[config.mk]
export PLATFORM = sky130hd
export DESIGN_NAME = epoch_seconds_to_calendar_top_flat
export DESIGN_NICKNAME = d
export VERILOG_FILES = /design/src/sv/e2c_pkg.sv /design/src/sv/e2c_if.sv /design/src/sv/e2c_alu.sv /design/src/sv/e2c_core.sv /design/src/sv/epoch_seconds_to_calendar_top.sv /design/src/flat_wrapper.sv
export SDC_FILE = /design/constraint.sdc
export NUM_CORES = 1
export LEC_CHECK = 0
export BUFFER_PORTS_ARGS = -buffer_cell sky130_fd_sc_hd__buf_2
export CORE_MARGIN = 5
export CORE_UTILIZATION = 35
export CTS_BUF_LIST = sky130_fd_sc_hd__clkbuf_4
export DETAILED_ROUTE_END_ITERATION = 10
export SLEW_MARGIN = 20
export SYNTH_ARGS = -nofsm -noshare
export SYNTH_HDL_FRONTEND = slang
export SYNTH_HIERARCHICAL = 1
export SYNTH_SLANG_ARGS = --single-unit
export TNS_END_PERCENT = 100
[constraint.sdc]
create_clock -name clock -period 9.21 [get_ports clock]
set_input_delay 0.4605 -clock clock [delete_from_list [all_inputs] [get_ports clock]]
set_output_delay 0.4605 -clock clock [all_outputs]
set_load 0.02 [all_outputs]
[src/sv/e2c_pkg.sv]
// shared types, constants and the month length table for the epoch to calendar block
// no dependencies

package e2c_pkg;

   localparam int unsigned SECS_W = 32;
   localparam int unsigned ACC_W  = 33;
   localparam int unsigned DAYS_W = 16;
   localparam int unsigned YEAR_W = 12;

   localparam logic [ACC_W-1:0] SECS_PER_DAY  = 33'd86400;
   localparam logic [ACC_W-1:0] SECS_PER_HOUR = 33'd3600;
   localparam logic [ACC_W-1:0] SECS_PER_MIN  = 33'd60;
   localparam logic [ACC_W-1:0] LEAP_YEAR_LEN = 33'd366;
   localparam logic [ACC_W-1:0] YEAR_LEN      = 33'd365;

   // reciprocals for the time of day split, exact over the operand ranges used
   localparam logic [25:0] DAY_RECIP  = 26'd50903317;  // ceil(2^35 / 675), seconds >> 7
   localparam logic [13:0] HOUR_RECIP = 14'd9321;      // ceil(2^21 / 225), seconds >> 4
   localparam logic [10:0] MIN_RECIP  = 11'd1093;      // ceil(2^14 / 15), seconds >> 2

   localparam logic [YEAR_W-1:0] BASE_YEAR = 12'd1970;
   // position of the base year inside the 4, 100 and 400 year cycles
   localparam logic [1:0] BASE_MOD4   = 2'd2;
   localparam logic [6:0] BASE_MOD100 = 7'd70;
   localparam logic [8:0] BASE_MOD400 = 9'd370;
   localparam logic [6:0] LAST_MOD100 = 7'd99;
   localparam logic [8:0] LAST_MOD400 = 9'd399;

   localparam logic [3:0] FEBRUARY = 4'd1;
   localparam logic [3:0] DECEMBER = 4'd11;

   typedef struct packed {
      logic start;
      logic ack;
   } ctl_type;

   typedef struct packed {
      logic idle;
      logic done;
   } stat_type;

   typedef struct packed {
      logic [YEAR_W-1:0] year;
      logic [3:0]        month;
      logic [4:0]        day;
      logic [4:0]        hour;
      logic [5:0]        minute;
      logic [5:0]        second;
   } result_type;

   // days in month, month counted from 0
   function automatic logic [4:0] month_days(input logic [3:0] mon, input logic leap);
      logic [4:0] len;
      case (mon)
         4'd0, 4'd2, 4'd4, 4'd6, 4'd7, 4'd9, 4'd11: len = 5'd31;
         4'd3, 4'd5, 4'd8, 4'd10:                  len = 5'd30;
         FEBRUARY:                                 len = leap ? 5'd29 : 5'd28;
         default:                                  len = 5'd31;
      endcase
      return len;
   endfunction

endpackage

[src/sv/e2c_if.sv]
// valid/ready channel interfaces for request and response of the calendar block
// depends on e2c_pkg for field widths

interface e2c_req_if;
   logic                         valid;
   logic                         ready;
   logic [e2c_pkg::SECS_W-1:0]   epoch_seconds;

   modport source(output valid, output epoch_seconds, input ready);
   modport sink(input valid, input epoch_seconds, output ready);
endinterface

interface e2c_rsp_if;
   logic                         valid;
   logic                         ready;
   logic [e2c_pkg::YEAR_W-1:0]   year;
   logic [3:0]                   month;
   logic [4:0]                   day;
   logic [4:0]                   hour;
   logic [5:0]                   minute;
   logic [5:0]                   second;

   modport source(output valid, output year, output month, output day,
                  output hour, output minute, output second, input ready);
   modport sink(input valid, input year, input month, input day,
                input hour, input minute, input second, output ready);
endinterface

[src/sv/e2c_alu.sv]
// shared subtract and compare unit of the calendar sequencer
// depends on e2c_pkg

module e2c_alu (
   input  logic [e2c_pkg::ACC_W-1:0] a,
   input  logic [e2c_pkg::ACC_W-1:0] b,
   output logic [e2c_pkg::ACC_W-1:0] diff,
   output logic                      borrow
);

   logic [e2c_pkg::ACC_W:0] full;

   assign full   = {1'b0, a} - {1'b0, b};
   assign diff   = full[e2c_pkg::ACC_W-1:0];
   assign borrow = full[e2c_pkg::ACC_W];

endmodule

[src/sv/e2c_core.sv]
// sequencer of the calendar conversion: reciprocal time of day split, year walk, month walk
// depends on e2c_pkg and e2c_alu

module e2c_core (
   input  logic                       clock,
   input  logic                       reset,
   input  e2c_pkg::ctl_type           ctl,
   input  logic [e2c_pkg::SECS_W-1:0] epoch_seconds,
   output e2c_pkg::stat_type          stat,
   output e2c_pkg::result_type        result
);

   localparam logic [3:0] ST_IDLE  = 4'd0;
   localparam logic [3:0] ST_DAYS  = 4'd1;
   localparam logic [3:0] ST_TOD   = 4'd2;
   localparam logic [3:0] ST_HOUR  = 4'd3;
   localparam logic [3:0] ST_HREM  = 4'd4;
   localparam logic [3:0] ST_MIN   = 4'd5;
   localparam logic [3:0] ST_SEC   = 4'd6;
   localparam logic [3:0] ST_YEAR  = 4'd7;
   localparam logic [3:0] ST_MONTH = 4'd8;
   localparam logic [3:0] ST_DONE  = 4'd9;

   logic [3:0]                        state_ff, state_in;
   logic [e2c_pkg::SECS_W-1:0]        rem_ff, rem_in;
   logic [e2c_pkg::DAYS_W-1:0]        days_ff, days_in;
   logic [4:0]                        hour_ff, hour_in;
   logic [5:0]                        minute_ff, minute_in;
   logic [5:0]                        second_ff, second_in;
   logic [e2c_pkg::YEAR_W-1:0]        year_ff, year_in;
   logic [1:0]                        mod4_ff, mod4_in;
   logic [6:0]                        mod100_ff, mod100_in;
   logic [8:0]                        mod400_ff, mod400_in;
   logic [3:0]                        mon_ff, mon_in;

   logic [e2c_pkg::ACC_W-1:0]         alu_a, alu_b, alu_diff;
   logic                              alu_borrow;
   logic                              leap;
   logic [50:0]                       day_prod;
   logic [25:0]                       hour_prod;
   logic [19:0]                       min_prod;

   e2c_alu u_alu (
      .a      (alu_a),
      .b      (alu_b),
      .diff   (alu_diff),
      .borrow (alu_borrow)
   );

   assign leap = (mod4_ff == 2'd0) && ((mod100_ff != 7'd0) || (mod400_ff == 9'd0));

   // quotients by reciprocal multiplication, the remainders go through the subtractor
   assign day_prod  = {26'd0, rem_ff[31:7]} * {25'd0, e2c_pkg::DAY_RECIP};
   assign hour_prod = {13'd0, rem_ff[16:4]} * {12'd0, e2c_pkg::HOUR_RECIP};
   assign min_prod  = {10'd0, rem_ff[11:2]} * {9'd0, e2c_pkg::MIN_RECIP};

   // operands of the shared unit for each step
   always_comb begin
      alu_a = '0;
      alu_b = '0;
      unique case (state_ff) inside
         ST_TOD: begin
            alu_a = {1'b0, rem_ff};
            alu_b = {17'd0, days_ff} * e2c_pkg::SECS_PER_DAY;
         end
         ST_HREM: begin
            alu_a = {1'b0, rem_ff};
            alu_b = {28'd0, hour_ff} * e2c_pkg::SECS_PER_HOUR;
         end
         ST_SEC: begin
            alu_a = {1'b0, rem_ff};
            alu_b = {27'd0, minute_ff} * e2c_pkg::SECS_PER_MIN;
         end
         ST_YEAR: begin
            alu_a = {{(e2c_pkg::ACC_W-e2c_pkg::DAYS_W){1'b0}}, days_ff};
            alu_b = leap ? e2c_pkg::LEAP_YEAR_LEN : e2c_pkg::YEAR_LEN;
         end
         ST_MONTH: begin
            alu_a = {{(e2c_pkg::ACC_W-e2c_pkg::DAYS_W){1'b0}}, days_ff};
            alu_b = {{(e2c_pkg::ACC_W-5){1'b0}}, e2c_pkg::month_days(mon_ff, leap)};
         end
         default: begin
            alu_a = '0;
            alu_b = '0;
         end
      endcase
   end

   always_comb begin
      state_in  = state_ff;
      rem_in    = rem_ff;
      days_in   = days_ff;
      hour_in   = hour_ff;
      minute_in = minute_ff;
      second_in = second_ff;
      year_in   = year_ff;
      mod4_in   = mod4_ff;
      mod100_in = mod100_ff;
      mod400_in = mod400_ff;
      mon_in    = mon_ff;
      unique case (state_ff) inside
         ST_IDLE: begin
            if (ctl.start) begin
               rem_in    = epoch_seconds;
               year_in   = e2c_pkg::BASE_YEAR;
               mod4_in   = e2c_pkg::BASE_MOD4;
               mod100_in = e2c_pkg::BASE_MOD100;
               mod400_in = e2c_pkg::BASE_MOD400;
               mon_in    = '0;
               state_in  = ST_DAYS;
            end
         end
         ST_DAYS: begin
            days_in  = day_prod[50:35];
            state_in = ST_TOD;
         end
         ST_TOD: begin
            rem_in   = alu_diff[e2c_pkg::SECS_W-1:0];
            state_in = ST_HOUR;
         end
         ST_HOUR: begin
            hour_in  = hour_prod[25:21];
            state_in = ST_HREM;
         end
         ST_HREM: begin
            rem_in   = alu_diff[e2c_pkg::SECS_W-1:0];
            state_in = ST_MIN;
         end
         ST_MIN: begin
            minute_in = min_prod[19:14];
            state_in  = ST_SEC;
         end
         ST_SEC: begin
            second_in = alu_diff[5:0];
            state_in  = ST_YEAR;
         end
         ST_YEAR: begin
            if (alu_borrow) begin
               state_in = ST_MONTH;
            end else begin
               days_in   = alu_diff[e2c_pkg::DAYS_W-1:0];
               year_in   = year_ff + 12'd1;
               mod4_in   = mod4_ff + 2'd1;
               mod100_in = (mod100_ff == e2c_pkg::LAST_MOD100) ? 7'd0 : mod100_ff + 7'd1;
               mod400_in = (mod400_ff == e2c_pkg::LAST_MOD400) ? 9'd0 : mod400_ff + 9'd1;
            end
         end
         ST_MONTH: begin
            // december takes whatever days are left
            if (alu_borrow || (mon_ff == e2c_pkg::DECEMBER)) begin
               state_in = ST_DONE;
            end else begin
               days_in = alu_diff[e2c_pkg::DAYS_W-1:0];
               mon_in  = mon_ff + 4'd1;
            end
         end
         ST_DONE: begin
            if (ctl.ack) begin
               state_in = ST_IDLE;
            end
         end
         default: begin
            state_in = ST_IDLE;
         end
      endcase
   end

   always_ff @(posedge clock) begin
      if (reset) begin
         state_ff <= ST_IDLE;
      end else begin
         state_ff <= state_in;
      end
   end

   always_ff @(posedge clock) begin
      rem_ff    <= rem_in;
      days_ff   <= days_in;
      hour_ff   <= hour_in;
      minute_ff <= minute_in;
      second_ff <= second_in;
      year_ff   <= year_in;
      mod4_ff   <= mod4_in;
      mod100_ff <= mod100_in;
      mod400_ff <= mod400_in;
      mon_ff    <= mon_in;
   end

   assign stat.idle     = (state_ff == ST_IDLE);
   assign stat.done     = (state_ff == ST_DONE);
   assign result.year   = year_ff;
   assign result.month  = mon_ff + 4'd1;
   assign result.day    = days_ff[4:0] + 5'd1;
   assign result.hour   = hour_ff;
   assign result.minute = minute_ff;
   assign result.second = second_ff;

   a_month_bound: assert property (@(posedge clock) disable iff (reset)
      (state_ff == ST_MONTH) |-> (mon_ff <= e2c_pkg::DECEMBER))
      else $error("month walk ran past december");

   a_year_bound: assert property (@(posedge clock) disable iff (reset)
      (state_ff == ST_DONE) |-> (year_ff >= e2c_pkg::BASE_YEAR && year_ff <= 12'd2106))
      else $error("year out of range");

   a_days_fit: assert property (@(posedge clock) disable iff (reset)
      (state_ff == ST_DONE) |-> (days_ff <= 16'd30))
      else $error("day of month out of range");

endmodule

[src/sv/epoch_seconds_to_calendar_top.sv]
// epoch seconds to calendar date: after a request transfer, states DAYS, TOD, HOUR, HREM,
// MIN and SEC split off days, hour, minute and second by reciprocal multiplication and
// subtraction, then the year walk steps over the elapsed years (up to 136), the month walk
// over the months passed (up to 11), then the done state; no new request until idle again
// the result sits in an output register, so the next transfer is taken while it waits
// reset is synchronous, active high, and clears the sequencer and the output valid
// depends on e2c_pkg, e2c_if, e2c_core

module epoch_seconds_to_calendar_top (
   input  logic       clock,
   input  logic       reset,
   e2c_req_if.sink    req_ch,
   e2c_rsp_if.source  rsp_ch
);

   e2c_pkg::ctl_type    ctl;
   e2c_pkg::stat_type   stat;
   e2c_pkg::result_type result;
   e2c_pkg::result_type out_ff;
   logic                out_valid_ff, out_valid_in;
   logic                load;

   e2c_core u_core (
      .clock         (clock),
      .reset         (reset),
      .ctl           (ctl),
      .epoch_seconds (req_ch.epoch_seconds),
      .stat          (stat),
      .result        (result)
   );

   assign req_ch.ready = stat.idle;
   assign load         = stat.done && (!out_valid_ff || rsp_ch.ready);
   assign ctl.start    = req_ch.valid && stat.idle;
   assign ctl.ack      = load;

   always_comb begin
      out_valid_in = out_valid_ff;
      if (load) begin
         out_valid_in = 1'b1;
      end else if (rsp_ch.ready) begin
         out_valid_in = 1'b0;
      end
   end

   always_ff @(posedge clock) begin
      if (reset) begin
         out_valid_ff <= 1'b0;
      end else begin
         out_valid_ff <= out_valid_in;
      end
   end

   always_ff @(posedge clock) begin
      if (load) begin
         out_ff <= result;
      end
   end

   assign rsp_ch.valid  = out_valid_ff;
   assign rsp_ch.year   = out_ff.year;
   assign rsp_ch.month  = out_ff.month;
   assign rsp_ch.day    = out_ff.day;
   assign rsp_ch.hour   = out_ff.hour;
   assign rsp_ch.minute = out_ff.minute;
   assign rsp_ch.second = out_ff.second;

   a_start_busy: assert property (@(posedge clock) disable iff (reset)
      ctl.start |=> !req_ch.ready)
      else $error("sequencer still idle after a request transfer");

   a_load_valid: assert property (@(posedge clock) disable iff (reset)
      load |=> out_valid_ff)
      else $error("loaded result not presented");

   a_no_overwrite: assert property (@(posedge clock) disable iff (reset)
      (out_valid_ff && !rsp_ch.ready) |-> !load)
      else $error("pending result overwritten");

   a_idle_done: assert property (@(posedge clock) disable iff (reset)
      !(stat.idle && stat.done))
      else $error("sequencer idle and done at once");

endmodule

[src/flat_wrapper.sv]
// flat-port wrapper written by rule: the top's interface ports become plain ports
module epoch_seconds_to_calendar_top_flat 
  (clock, reset, req_ch_valid, req_ch_epoch_seconds, req_ch_ready, rsp_ch_valid, rsp_ch_year, rsp_ch_month, rsp_ch_day, rsp_ch_hour, rsp_ch_minute, rsp_ch_second, rsp_ch_ready);
  e2c_req_if req_ch_i ();
  e2c_rsp_if rsp_ch_i ();
  input  logic clock;
  input  logic reset;
  input wire logic [$bits(req_ch_i.valid)-1:0] req_ch_valid;
  input wire logic [$bits(req_ch_i.epoch_seconds)-1:0] req_ch_epoch_seconds;
  output wire logic [$bits(req_ch_i.ready)-1:0] req_ch_ready;
  output wire logic [$bits(rsp_ch_i.valid)-1:0] rsp_ch_valid;
  output wire logic [$bits(rsp_ch_i.year)-1:0] rsp_ch_year;
  output wire logic [$bits(rsp_ch_i.month)-1:0] rsp_ch_month;
  output wire logic [$bits(rsp_ch_i.day)-1:0] rsp_ch_day;
  output wire logic [$bits(rsp_ch_i.hour)-1:0] rsp_ch_hour;
  output wire logic [$bits(rsp_ch_i.minute)-1:0] rsp_ch_minute;
  output wire logic [$bits(rsp_ch_i.second)-1:0] rsp_ch_second;
  input wire logic [$bits(rsp_ch_i.ready)-1:0] rsp_ch_ready;
  assign req_ch_i.valid = req_ch_valid;
  assign req_ch_i.epoch_seconds = req_ch_epoch_seconds;
  assign req_ch_ready = req_ch_i.ready;
  assign rsp_ch_valid = rsp_ch_i.valid;
  assign rsp_ch_year = rsp_ch_i.year;
  assign rsp_ch_month = rsp_ch_i.month;
  assign rsp_ch_day = rsp_ch_i.day;
  assign rsp_ch_hour = rsp_ch_i.hour;
  assign rsp_ch_minute = rsp_ch_i.minute;
  assign rsp_ch_second = rsp_ch_i.second;
  assign rsp_ch_i.ready = rsp_ch_ready;
  epoch_seconds_to_calendar_top u_core (.clock(clock), .reset(reset), .req_ch(req_ch_i), .rsp_ch(rsp_ch_i));
endmodule
==> results by group <==
Global routing
  – Overall routing resource usage: 16.5%
  – Initial antenna violation count: 5
  – GRT met1 Usage: 23.2%
  – Grt met3 use: approximately 2.6%
  – Largest net degree at the start of global routing: 55
  – First-pass GRT wire length: 101 mm
  – Most used routing layer: met2
  – Number of global-route vias before repair: about 18000
  – M2 GR Usage: between 20% and 30%
  – Overflow after GRT: 0

Worst setup path
  – Critical path's largest stage delay: between 0.5 and 0.6 ns
  – CP most frequent cell: inv_1
  – Max FO, Critical Path: 6
  – Required time of the critical path: 9.72 ns
  – Critical-path top delay cell: edfxtp_1
  – Critical path class: flop to flop
  – Worst EP arrival: between 8 and 9 ns
  – Endpoint type of the worst setup path: flop
  – CP startpoint kind: flop

Detailed routing
  – Total number of vias: approximately 18000
  – Total Routed Length: roughly 63 mm
  – Initial drt markers: approximately 1200
  – DR WL/cell: around 18 µm
  – DRC viols: 0
  – Remaining antenna violation count: 0
  – DRT Pass-1 Iters: 5
  – DR vias/cell: 4.96

Floorplanning
  – Initial Utilization: 35.4%
  – Row Count: between 90 and 100
  – Core area: 0.0704 mm²
  – Die Span X: around 280 µm
  – Die H: roughly 280 µm
  – IO Pins: 76
  – Die ar.: approximately 0.077 mm²

Clocking
  – CTS tree: yes
  – Clock-pin slew on the worst setup and hold paths: around 0.16 ns
  – H-tree levels: 4
  – Hold_buf cts: 0
  – Post-CTS Resized: 0
  – Longest Clk Path Bufs: 2
  – Post-CTS Setup Inserts: 0
  – Clk_lat worst skew: between 0.6 and 0.7 ns
  – Total clock sinks: approximately 140
  – CTS root buffer: clkbuf_4
  – TritonCTS Buffers: 17

Placed design
  – Port Buf Inserts: 75
  – Placed wire-length estimate: ~53 mm
  – RePlAce Congestion: 0.911

STA
  – Clock skew: approximately 0.030 ns
  – Unrepaired setup endpoints after global routing: false
  – Tcrit/Tclk final: a little over four fifths
  – FMAX: approximately 0.13 GHz
  – Relative slew slack: 31.7%
  – Minimum clock period: a little under 8 ns
  – Setup TNS: 0 ns
  – Max-slew violation count: 0
  – Final hold vios: 0
  – Tightest Pin Transition: 1.02 ns
  – Final setup violation count: 0

Finish
  – Layout cells sized above 1: under 10%
  – Fin nets: between 3000 and 4000
  – P&R area growth vs syn: 7.33%

Synthesis
  – Mapped Cells: approximately 2600
  – Synthesized area per cell: ~9.8 µm²
  – Ys Warns: 6
  – Syn Nets: between 3000 and 4000
  – Mapped Area: ~0.025 mm²

Status
  – Run status: completed

Flow run
  – Max-cap viol count: 0

Worst hold path
  – Tightest Hold Check Type: input pin to flop
worst max-delay path, delay by kind of cell, from the launching register on:
family,cells,cell delay (ns)
xor+xnor,1,0.17
compound gates,13,2.88
flops,1,0.55
simple gates,6,0.98
fa+ha+maj,7,2.69
buf+inv,5,0.33
metal layers:
metal	routed length (µm)	vias up	share of wire, %
met1	29500	8632	47
met2	29000	383	46
met4	1200	2	1.9
met5	14	-	0.022
met3	3080	78	4.9
li1	-	8688	-
final timing paths:
kind,from,endpoint,slack (ns),depth (start not counted)
setup reg to reg,u_core/u_core/days_ff[3],u_core/u_core/state_ff[3],1.52,32
hold / removal,reset,u_core/rsp_ch.valid,0.09,2
setup / recovery,u_core/u_core/days_ff[3],u_core/u_core/state_ff[3],1.52,32
hold reg to reg,u_core/u_core/second_ff[4],u_core/rsp_ch.second[4],0.44,0
final cells by class:
class	instances	area (µm²)
Timing Repair Buffer	90	488
Clock inverter	15	155
Multi-Input combinational cell	1762	18300
Tap cell	940	1180
Clock buffer	17	128
Antenna cell	1	2.50
Sequential cell	142	4210
Fill cell	7133	43600
Inverter	619	2320
layout by cell type (no fill, tap or decap), types with 35 or more instances in the layout:
| cell type | n |
|---|---|
| edfxtp_1 | 137 |
| xnor2_1 | 51 |
| a21o_1 | 52 |
| nor2_1 | 99 |
| inv_1 | 619 |
| ha_1 | 558 |
| buf_2 | 75 |
| a21oi_1 | 117 |
| nand3_1 | 39 |
| o21ai_0 | 72 |
| xor2_1 | 52 |
| fa_1 | 263 |
| nand2_1 | 104 |
| mux2_2 | 35 |
per-stage QoR:
| step | cell area [µm²] | hold WS [ns] | util (%) | cells | setup slack, ns |
|---|---|---|---|---|---|
| 2_1_floorplan | 24900 | 0.400 | - | 2558 | 0.969 |
| 3_3_place_gp | 26500 | 0.408 | 37.6 | 3553 | 1.64 |
| 3_5_place_dp | 26500 | 0.406 | 37.6 | 3553 | 1.56 |
| 4_1_cts | 26800 | 0.0253 | 38.0 | 3585 | 1.47 |
| 5_1_grt | 26800 | 0.0309 | 38.0 | 3586 | 0.867 |
| 6_report | 26800 | 0.0911 | 38.0 | 3586 | 1.52 |
sequential cells by signal, indices dropped and copies added, names as in the netlist, 6 cells and up:
register / cells
u_core/rsp_ch.minute: 6
u_core/rsp_ch.second: 6
u_core/rsp_ch.year: 12
u_core/u_core/days_ff: 16
u_core/u_core/minute_ff: 6
u_core/u_core/mod100_ff: 7
u_core/u_core/mod400_ff: 9
u_core/u_core/rem_ff: 32
u_core/u_core/second_ff: 6
u_core/u_core/year_ff: 12
Power is left out: the tool's default activity adds up to more than one toggle a clock period on the data nets, which glitch-free logic cannot reach.
